--- src/design/tac_pkg.sv ---
// Shared types and constants for the triple-angle cosine block.
// No dependencies; imported by tac_ctrl, tac_dpath and triple_angle_cosine.
`default_nettype none

package tac_pkg;

  localparam int unsigned AngleW = 32;
  localparam int unsigned LimitW = 25;

  // pi/2 in Q8.24, rounded to nearest
  localparam logic [32:0] HalfPiQ24  = 33'd26353589;
  // 0.01 in Q8.24
  localparam logic [LimitW-1:0] LimitReset = 25'd167772;
  // ceil(2^33 / 3): floor(n * DivRecip / 2^33) == floor(n / 3) for n < 2^32
  localparam logic [31:0] DivRecip   = 32'hAAAA_AAAB;

  typedef enum logic [1:0] {
    MUL_DIV3 = 2'd0,
    MUL_SQ   = 2'd1,
    MUL_CUBE = 2'd2
  } mul_sel_e;

  typedef struct packed {
    logic     load;      // take a new angle from the input beat
    logic     mul;       // run the shared multiplier
    mul_sel_e mul_sel;
    logic     div_upd;   // magnitude <= product / 3
    logic     conv;      // reduced angle -> Q2.30
    logic     step_upd;  // s <= 3s - 4s^3
    logic     out_load;  // result into output register
  } tac_cmd_t;

  typedef struct packed {
    logic below;         // reduced magnitude under the small-angle limit
  } tac_sts_t;

endpackage

`default_nettype wire

--- src/design/tac_dpath.sv ---
// Datapath: angle register, shared 32x33 multiplier, recursion state, limit and
// output registers. Depends on tac_pkg; driven by tac_ctrl.
`default_nettype none

module tac_dpath import tac_pkg::*; (
  input  wire logic                clk_i,
  input  wire logic                rst_ni,
  input  wire tac_cmd_t            cmd_i,
  output tac_sts_t                 sts_o,
  input  wire logic [AngleW-1:0]   angle_i,
  input  wire logic                cfg_we_i,
  input  wire logic [LimitW-1:0]   cfg_data_i,
  output logic      [AngleW-1:0]   cosine_o
);

  function automatic logic [31:0] sat32(input logic signed [39:0] v);
    logic [31:0] r;
    if (v > 40'sd2147483647) begin
      r = 32'h7FFF_FFFF;
    end else if (v < -40'sd2147483648) begin
      r = 32'h8000_0000;
    end else begin
      r = v[31:0];
    end
    return r;
  endfunction

  logic [LimitW-1:0] limit_q;
  logic              neg_q;
  logic [31:0]       mag_q, mag_d;
  logic [31:0]       s_q, s_d;
  logic [64:0]       prod_q, prod_d;
  logic [31:0]       cos_q;

  logic [32:0]       sum;
  logic [31:0]       m;
  logic [31:0]       mul_a;
  logic [32:0]       mul_b;
  logic [33:0]       cube;
  logic signed [39:0] conv_v, step_r, step_v;

  assign sum = {angle_i[AngleW-1], angle_i} + HalfPiQ24;
  assign m   = s_q[31] ? (32'd0 - s_q) : s_q;

  always_comb begin
    unique case (cmd_i.mul_sel)
      MUL_DIV3: begin
        mul_a = mag_q;
        mul_b = {1'b0, DivRecip};
      end
      MUL_SQ: begin
        mul_a = m;
        mul_b = {1'b0, m};
      end
      MUL_CUBE: begin
        mul_a = m;
        mul_b = prod_q[62:30];
      end
      default: begin
        mul_a = m;
        mul_b = {1'b0, m};
      end
    endcase
  end

  assign prod_d = 65'(mul_a) * 65'(mul_b);

  assign conv_v = signed'({2'b0, mag_q, 6'b0});
  assign cube   = prod_q[63:30];
  assign step_r = signed'(40'(m)) + signed'(40'({m, 1'b0})) - signed'(40'({cube, 2'b0}));
  assign step_v = s_q[31] ? -step_r : step_r;

  always_comb begin
    mag_d = mag_q;
    if (cmd_i.load) begin
      mag_d = sum[32] ? 32'(33'd0 - sum) : sum[31:0];
    end else if (cmd_i.div_upd) begin
      mag_d = prod_q[64:33];
    end
  end

  always_comb begin
    s_d = s_q;
    if (cmd_i.conv) begin
      s_d = sat32(neg_q ? -conv_v : conv_v);
    end else if (cmd_i.step_upd) begin
      s_d = sat32(step_v);
    end
  end

  always_ff @(posedge clk_i or negedge rst_ni) begin
    if (!rst_ni) begin
      limit_q <= LimitReset;
    end else if (cfg_we_i) begin
      limit_q <= cfg_data_i;
    end
  end

  always_ff @(posedge clk_i) begin
    if (cmd_i.load) begin
      neg_q <= sum[32];
    end
    mag_q <= mag_d;
    s_q   <= s_d;
    if (cmd_i.mul) begin
      prod_q <= prod_d;
    end
    if (cmd_i.out_load) begin
      cos_q <= s_q;
    end
  end

  assign sts_o.below = mag_q < {7'b0, limit_q};
  assign cosine_o    = cos_q;

endmodule

`default_nettype wire

--- src/design/tac_ctrl.sv ---
// Controller: sequences reduction, Q2.30 conversion, recursion steps and the
// output handshake. Depends on tac_pkg; commands tac_dpath.
`default_nettype none

module tac_ctrl import tac_pkg::*; #(
  parameter int unsigned MAX_REDUCTIONS = 12
) (
  input  wire logic     clk_i,
  input  wire logic     rst_ni,
  input  wire logic     in_valid_i,
  output logic          in_ready_o,
  output logic          out_valid_o,
  input  wire logic     out_ready_i,
  output tac_cmd_t      cmd_o,
  input  wire tac_sts_t sts_i
);

  localparam int unsigned CntW = $clog2(MAX_REDUCTIONS + 1);
  localparam logic [CntW-1:0] CntMax = CntW'(MAX_REDUCTIONS);
  localparam logic [CntW-1:0] CntOne = CntW'(1);

  localparam logic [2:0] StIdle  = 3'd0;
  localparam logic [2:0] StCheck = 3'd1;
  localparam logic [2:0] StDivU  = 3'd2;
  localparam logic [2:0] StConv  = 3'd3;
  localparam logic [2:0] StSq    = 3'd4;
  localparam logic [2:0] StCube  = 3'd5;
  localparam logic [2:0] StStepU = 3'd6;
  localparam logic [2:0] StDone  = 3'd7;

  logic [2:0]      state_q, state_d;
  logic [CntW-1:0] cnt_q, cnt_d;
  logic            ovalid_q, ovalid_d;

  always_comb begin
    state_d = state_q;
    cnt_d   = cnt_q;
    cmd_o   = '{mul_sel: MUL_DIV3, default: 1'b0};
    unique case (state_q)
      StIdle: begin
        if (in_valid_i) begin
          cmd_o.load = 1'b1;
          cnt_d      = '0;
          state_d    = StCheck;
        end
      end
      StCheck: begin
        if (cnt_q != CntMax && !sts_i.below) begin
          cmd_o.mul = 1'b1;
          state_d   = StDivU;
        end else begin
          state_d = StConv;
        end
      end
      StDivU: begin
        cmd_o.div_upd = 1'b1;
        cnt_d         = cnt_q + CntOne;
        state_d       = StCheck;
      end
      StConv: begin
        cmd_o.conv = 1'b1;
        state_d    = (cnt_q == '0) ? StDone : StSq;
      end
      StSq: begin
        cmd_o.mul     = 1'b1;
        cmd_o.mul_sel = MUL_SQ;
        state_d       = StCube;
      end
      StCube: begin
        cmd_o.mul     = 1'b1;
        cmd_o.mul_sel = MUL_CUBE;
        state_d       = StStepU;
      end
      StStepU: begin
        cmd_o.step_upd = 1'b1;
        cnt_d          = cnt_q - CntOne;
        state_d        = (cnt_q == CntOne) ? StDone : StSq;
      end
      StDone: begin
        // wait for the output register to free up
        if (!ovalid_q || out_ready_i) begin
          cmd_o.out_load = 1'b1;
          state_d        = StIdle;
        end
      end
      default: state_d = StIdle;
    endcase
  end

  always_comb begin
    ovalid_d = ovalid_q;
    if (cmd_o.out_load) begin
      ovalid_d = 1'b1;
    end else if (out_ready_i) begin
      ovalid_d = 1'b0;
    end
  end

  always_ff @(posedge clk_i or negedge rst_ni) begin
    if (!rst_ni) begin
      state_q  <= StIdle;
      cnt_q    <= '0;
      ovalid_q <= 1'b0;
    end else begin
      state_q  <= state_d;
      cnt_q    <= cnt_d;
      ovalid_q <= ovalid_d;
    end
  end

  assign in_ready_o  = (state_q == StIdle);
  assign out_valid_o = ovalid_q;

endmodule

`default_nettype wire

--- src/design/triple_angle_cosine.sv ---
// Channel   | dir | beat fields
// s_axis    | in  | tdata[31:0] angle, signed Q8.24
// m_axis    | out | tdata[31:0] cosine, signed Q2.30, saturated
// cfg       | in  | cfg_data_i[24:0] small_angle_limit, Q8.24 unsigned
//
// One item at a time: each reduction is a check that multiplies by 1/3 and an
// update, ending in a final check; each recursion step then runs square, cube
// and update states on the shared 32x33 multiplier.
// The output register holds a finished result while the next angle is taken.
// Reset clears the controller and loads the limit with 0.01; no clearing pass.
// Top level; depends on tac_pkg, tac_ctrl and tac_dpath.
`default_nettype none

module triple_angle_cosine import tac_pkg::*; #(
  parameter int unsigned MAX_REDUCTIONS = 12
) (
  input  wire logic                clk_i,
  input  wire logic                rst_ni,
  input  wire logic                s_axis_tvalid,
  output logic                     s_axis_tready,
  input  wire logic [AngleW-1:0]   s_axis_tdata,   // [31:0] angle
  output logic                     m_axis_tvalid,
  input  wire logic                m_axis_tready,
  output logic      [AngleW-1:0]   m_axis_tdata,   // [31:0] cosine
  input  wire logic                cfg_valid_i,
  output logic                     cfg_ready_o,
  input  wire logic [LimitW-1:0]   cfg_data_i      // [24:0] small_angle_limit
);

  tac_cmd_t cmd;
  tac_sts_t sts;

  assign cfg_ready_o = 1'b1;

  tac_ctrl #(
    .MAX_REDUCTIONS(MAX_REDUCTIONS)
  ) u_ctrl (
    .clk_i      (clk_i),
    .rst_ni     (rst_ni),
    .in_valid_i (s_axis_tvalid),
    .in_ready_o (s_axis_tready),
    .out_valid_o(m_axis_tvalid),
    .out_ready_i(m_axis_tready),
    .cmd_o      (cmd),
    .sts_i      (sts)
  );

  tac_dpath u_dpath (
    .clk_i     (clk_i),
    .rst_ni    (rst_ni),
    .cmd_i     (cmd),
    .sts_o     (sts),
    .angle_i   (s_axis_tdata),
    .cfg_we_i  (cfg_valid_i),
    .cfg_data_i(cfg_data_i),
    .cosine_o  (m_axis_tdata)
  );

endmodule

`default_nettype wire

--- config.mk ---
export PLATFORM = sky130hd
export DESIGN_NAME = triple_angle_cosine
export DESIGN_NICKNAME = d
export VERILOG_FILES = /design/src/design/tac_pkg.sv /design/src/design/tac_dpath.sv /design/src/design/tac_ctrl.sv /design/src/design/triple_angle_cosine.sv
export SDC_FILE = /design/constraint.sdc
export NUM_CORES = 2
export LEC_CHECK = 0
export BUFFER_PORTS_ARGS = -buffer_cell sky130_fd_sc_hd__clkbuf_2
export CORE_MARGIN = 2
export CORE_UTILIZATION = 58
export DETAILED_ROUTE_END_ITERATION = 8
export PLACE_DENSITY_LB_ADDON = 0.12
export SLEW_MARGIN = 30
export SYNTH_ARGS = -nofsm -noshare
export SYNTH_HDL_FRONTEND = slang
export SYNTH_SLANG_ARGS = --single-unit
--- constraint.sdc ---
create_clock -name clk_i -period 10.15 [get_ports clk_i]
set_input_delay 2.03 -clock clk_i [delete_from_list [all_inputs] [get_ports clk_i]]
set_output_delay 2.03 -clock clk_i [all_outputs]
set_load 0.005 [all_outputs]
=== Word level (Yosys, flattened, before mapping) ===
Cells that the tools add are included.

* Bits in registers: 195
* Input bits: 62
* Output and inout bits: 35
* Logic and storage cells: 84

* $add $sub $neg: 9
* $mul: 1
* Order comparisons: 5
* Equality and inequality tests: 12
* Muxes and demuxes: 34
* Reductions and logical operators: 14

{| class="wikitable"
|+ Operators with widths
! operator !! count
|-
| $mux 32 || 11
|-
| $gt 40x32->1 const B || 2
|-
| $lt 40x32->1 const B || 2
|-
| $mux 40 || 2
|-
| $pmux 33 s2 || 1
|-
| $mul 32x33->65 || 1
|-
| $sub 1x32->32 const A || 2
|-
| $neg 38->40 || 1
|-
| $neg 40->40 || 1
|-
| $sub 40x37->40 || 1
|-
| $add 32x33->34 || 1
|-
| $add 32x26->33 const B || 1
|-
| $lt 32x25->1 || 1
|-
| $pmux 3 s8 || 1
|-
| $eq 3x3->1 const B || 4
|-
| $pmux 4 s3 || 1
|-
| $mux 1 || 11
|-
| $eq 3x2->1 const B || 2
|-
| $mux 3 || 2
|-
| $reduce_bool 2->1 || 3
|-
| $add 4x1->4 const B || 1
|-
| $eq 4x1->1 const B || 1
|-
| $logic_not 4->1 || 1
|-
| $mux 2 || 2
|-
| 17 further kinds || 19
|}

=== Longest topological paths before layout ===
* Depth in word-level cells: 11
* Depth in mapped cells: 41
* Depth with buffers taken out: 38

=== Modules after synthesis ===
Synthesis repeated with hierarchy kept, for this count alone.

* Cell total of the unflattened synthesis: 5269
* Area total of the unflattened synthesis: 46472.1 um2

{| class="wikitable"
|+ By module, submodules not included
! module !! times used !! cells each !! area an instance (um2)
|-
| tac_dpath || 1 || 5196 || 45818.9
|-
| tac_ctrl || 1 || 71 || 641.9
|-
| triple_angle_cosine || 1 || 2 || 11.3
|}

=== Worst setup path after synthesis ===
No wires, ideal clock.

* Path type: register to register
* Start: reg u_dpath.s_q[13]
* End: reg u_dpath.prod_q[61], data pin
* Library setup time: 0.258 ns
* Arrival: 9.726 ns
* Data required time: 9.892 ns
* Path slack: 0.167 ns
* Stages on the path, launching flop included: 38
* Path buffers: 1
* Clock period less this slack: 9.983 ns
* Cell sequence: edfxtp_1 -> or4_1 -> nor4_1 -> nand2b_1 -> nor3_1 -> nand2b_1 -> nor3_1 -> nor2_1 -> xor2_1 -> nor2_1 -> o21ai_1 -> clkbuf_1 -> nand2_1 -> fa_1 -> inv_1 -> fa_1 -> inv_1 -> fa_1 -> [2 not listed] -> fa_1 -> inv_1 -> fa_1 -> inv_1 -> fa_1 -> fa_1 -> ha_1 -> a21o_1 -> nor4_1 -> nor3b_1 -> a31oi_1 -> o21ai_0 -> a21oi_1 -> or2_2 -> a21oi_1 -> o31ai_1 -> a21oi_1 -> xnor2_1

* Word-level cells in the longest chain between the ends: 4
* Elaborated cells between the ends (all ways): 5
* Those cells by class: add/sub: 1; mul: 1; mux: 3

{| class="wikitable"
|+ RTL lines
! what !! RTL line !! source
|-
| from (decl) || tac_dpath.sv:31 || <nowiki>logic [31:0] s_q, s_d;</nowiki>
|-
| from (signal assigned) || tac_dpath.sv:104 || <nowiki>s_q <= s_d;</nowiki>
|-
| $sub 1x32->32 || tac_dpath.sv:43 || <nowiki>assign m = s_q[31] ? (32'd0 - s_q) : s_q;</nowiki>
|-
| $mux 32 * || tac_dpath.sv:43 ||
|-
| $pmux 33 s2 or $mux 32 (tied branches) || tac_dpath.sv:46 || <nowiki>unique case (cmd_i.mul_sel)</nowiki>
|-
| $mul 32x33->65 * || tac_dpath.sv:66 || <nowiki>assign prod_d = 65'(mul_a) * 65'(mul_b);</nowiki>
|-
| net u_dpath.prod_d[61] || tac_dpath.sv:32 || <nowiki>logic [64:0] prod_q, prod_d;</nowiki>
|-
| to (signal assigned) || tac_dpath.sv:106 || <nowiki>prod_q <= prod_d;</nowiki>
|-
| to (decl) || tac_dpath.sv:32 ||
|}

Mark *: on every way through the listed nets, which the timed path passes. The rest lies on a longest branch.
A chain may end at the register's enable or synchronous reset.

=== Final worst setup path ===
* Start: reg u_dpath.s_q[4]
* End: reg u_dpath.prod_q[60], data pin

Same word-level chain as after synthesis.

==> impl_metrics.toml <==
[status]
status = "finished clean"

[global_routing]
grt-ovfl-total = 0
grt_util_all_layers_pct = 40.5
grt_pass1_vias = 42100
grt_pass1_wl_um = 255000
antenna_found_initial = 9
grt_max_degree = 65

[timing]
skew_ns = 0.0152
rsz0062_at_grt = "yes"
timing.hold.ws_ns = 0.507
fin_crit_sh_pct = 97.8
max_freq_mhz = 101
tightest_slew_ns = 0.964
min_period_ns = 9.92
final_hold_viol_count = 0
fin_ws_ns = 0.227
finalMaxSlewViolations = 0
setup_violations = 0
relSlewSlack_pct = 35.7

[setup_path]
critPathSlowestCell = "fa_2"
cpMostUsedCell = "fa_1"
start_kind = "flop"
r2r_cells = 35
end_kind = "flop"
crit_path_max_incr_delay_ns = 0.62
crit_path_max_fanout = 7
crit_family = "adder cells"
regToRegSetupSlack_ns = 0.23
crit_start = "u_dpath.s_q[4]"
critical_path_class = "reg -> reg"
crit_cells = 35
cp.arrival_ns = 10.14
worstReg2RegEnd = "u_dpath.prod_q[60]"
rr_startpoint = "u_dpath.s_q[4]"
critPathCapture = "u_dpath.prod_q[60]"
worst-path-buf-inv = 8
cp.required_ns = 10.37

[yosys]
synth_edf_count = 132
syn-num-nets = 6959
synth_area_mm2 = 0.0476
syn_inst = 5615
synthFlopType = "edfxtp_1"
syn_area_per_cell_um2 = 8.48
ys_types = 97
ys_seq_area_share_pct = 10.1
synth_seq_cells = 165
synthArstFlopShare_pct = 20.0
ys_warn_count = 0

[drt]
antenna_left = 0
avgViaCountPerCell = 5.95
first_pass_iters = 8
drtIter0Drc = 4459
wirelength_um = 167000
drc = 0
wl_per_cell_um = 24.2
via_count = 41200

[cells_and_area]
area_delta_synth_final_pct = 10.8
stdcell_area_mm2 = 0.0527
mostFrequentLayoutCell = "inv_1"
layout_common_cells = "inv_1, nand2_1, fa_1"
fin_nets = 7167
drive_gt1_share_pct = 11.1

[placement]
post_dp_cell_area_mm2 = 0.0517
pre_cts_ws_ns = -0.276
io_buffers = 95
place.gp.congestion = 1.06
hpwl_um = 140000

[die]
chipHeight_um = 290
die_w_um = 290
rows = 105
initial_core_util_pct = 58.2
core_mm2 = 0.0817
die-area_mm2 = 0.0844
io_pins = 97

[clock_network]
cts_hold_buffers = 0
cts.clk_slew.worst_paths_ns = 0.08
cts.sinks = 165
cts_tree = "yes"
htreeDepth = 4
clk_path_buf_depth = 2
cts_buffers = 17
cts_root_buf = "clkbuf_16"
insertion_delay_ns = 0.47

[run]
maxCapViolCount = 0

[worst_hold_path]
worstHoldPathType = "reg -> reg"
==> Yosys cell counts, drive strengths merged (21+ instances only) <==
cell	n	area (um^2)
or3	22	148
nand2b	42	270
nor2	335	1260
nand3	48	240
a31oi	30	188
clkbuf	239	897
buf	24	135
nor3b	22	165
o31ai	24	194
and2	46	288
xnor2	133	1160
xor2	72	631
nor3	91	455
ha	355	4440
a211oi	35	283
o21ai	206	1030
a21oi	187	940
a21o	78	586
o21bai	23	173
nand2	1091	4100
nor2b	41	257
dfrtp	23	576
o21a	21	158
fa	927	18600
nand4	26	163
inv	1105	4150
edfxtp	132	3960
==> kinds of logic (layout without fill, tap and decap cells) <==
logic type	Yosys count	count (layout)	synth area share (%)
adder cells (fa/ha/maj)	1282	1282	48.3
buffers and inverters	1368	1589	10.9
AND/OR/NAND/NOR	1854	1854	16.8
multiplexers	16	16	0.347
XOR/XNOR	205	205	3.77
AO/OA/AOI/OAI	724	724	9.73
other	1	6	0.00788
flip-flops	165	165	10.1
==> metal layers <==
metal  global-route usage, %  routed length, um  up-vias
li1                        -                  -    17900
met1                    57.0              67900    20600
met2                    60.5              72100     2242
met3                    8.88              18200      468
met4                    18.0               9050        6
met5                       0                 34        -
==> through the flow <==
step | std cells | setup TNS, ns | utilization [%]
global placement | 6862 | -0.0217 | 63.2
finish | 6911 | 0 | 64.5
detailed placement | 6862 | -1.33 | 63.2
CTS | 6896 | 0 | 64.0
global route | 6907 | -0.214 | 64.5
floorplan | 5615 | 0 | -
==> timing repair <==
action / CTS / global route
gates cloned: 0 / 0
setup endpoints to repair: 13 / 27
resized for setup: 4 / 84
pin swaps: 2 / 19
buffers inserted: 2 / 9
==> layout make-up <==
type,count,area (um^2)
inverters,1105,4150
flip-flops and latches,165,4800
multi-input cells,4082,38100
fillers,7078,29000
repair buffers,452,3710
clock buffers,18,429
diodes,5,12.5
clock inverters,14,140
well taps,1070,1340
==> worst reg2reg max path: cells and delay by family (launching register included) <==
family / cells / cell delay (ns)
flip-flops: 1 / 0.46
AND/OR/NAND/NOR: 8 / 1.89
AO/OA/AOI/OAI: 8 / 1.41
buffers and inverters: 8 / 1.01
adder cells (fa/ha/maj): 9 / 4.55
XOR/XNOR: 2 / 0.34
==> registers in the layout, indices dropped and copies added (netlist names), 3 cells and up <==
register,flops
u_dpath.cosine_o,32
u_dpath.prod_q,35
u_ctrl.cnt_q,4
u_dpath.s_q,32
u_ctrl.state_q,3
u_dpath.limit_q,25
u_dpath.mag_q,32
==> how the worst min path moves through the flow <==
stage | start | end | cells after the start
2_1_floorplan | u_dpath.s_q[9] | u_dpath.cosine_o[9] | 0
3_3_place_gp | u_dpath.limit_q[2] | u_dpath.limit_q[2] | 2
3_5_place_dp | u_dpath.limit_q[2] | u_dpath.limit_q[2] | 2
4_1_cts | u_dpath.limit_q[2] | u_dpath.limit_q[2] | 2
5_1_grt | u_dpath.limit_q[0] | u_dpath.limit_q[0] | 1
6_report | u_dpath.limit_q[2] | u_dpath.limit_q[2] | 2
Power is not shown: default switching activity piles up to over one toggle a cycle in this logic, so the estimate is an artifact.
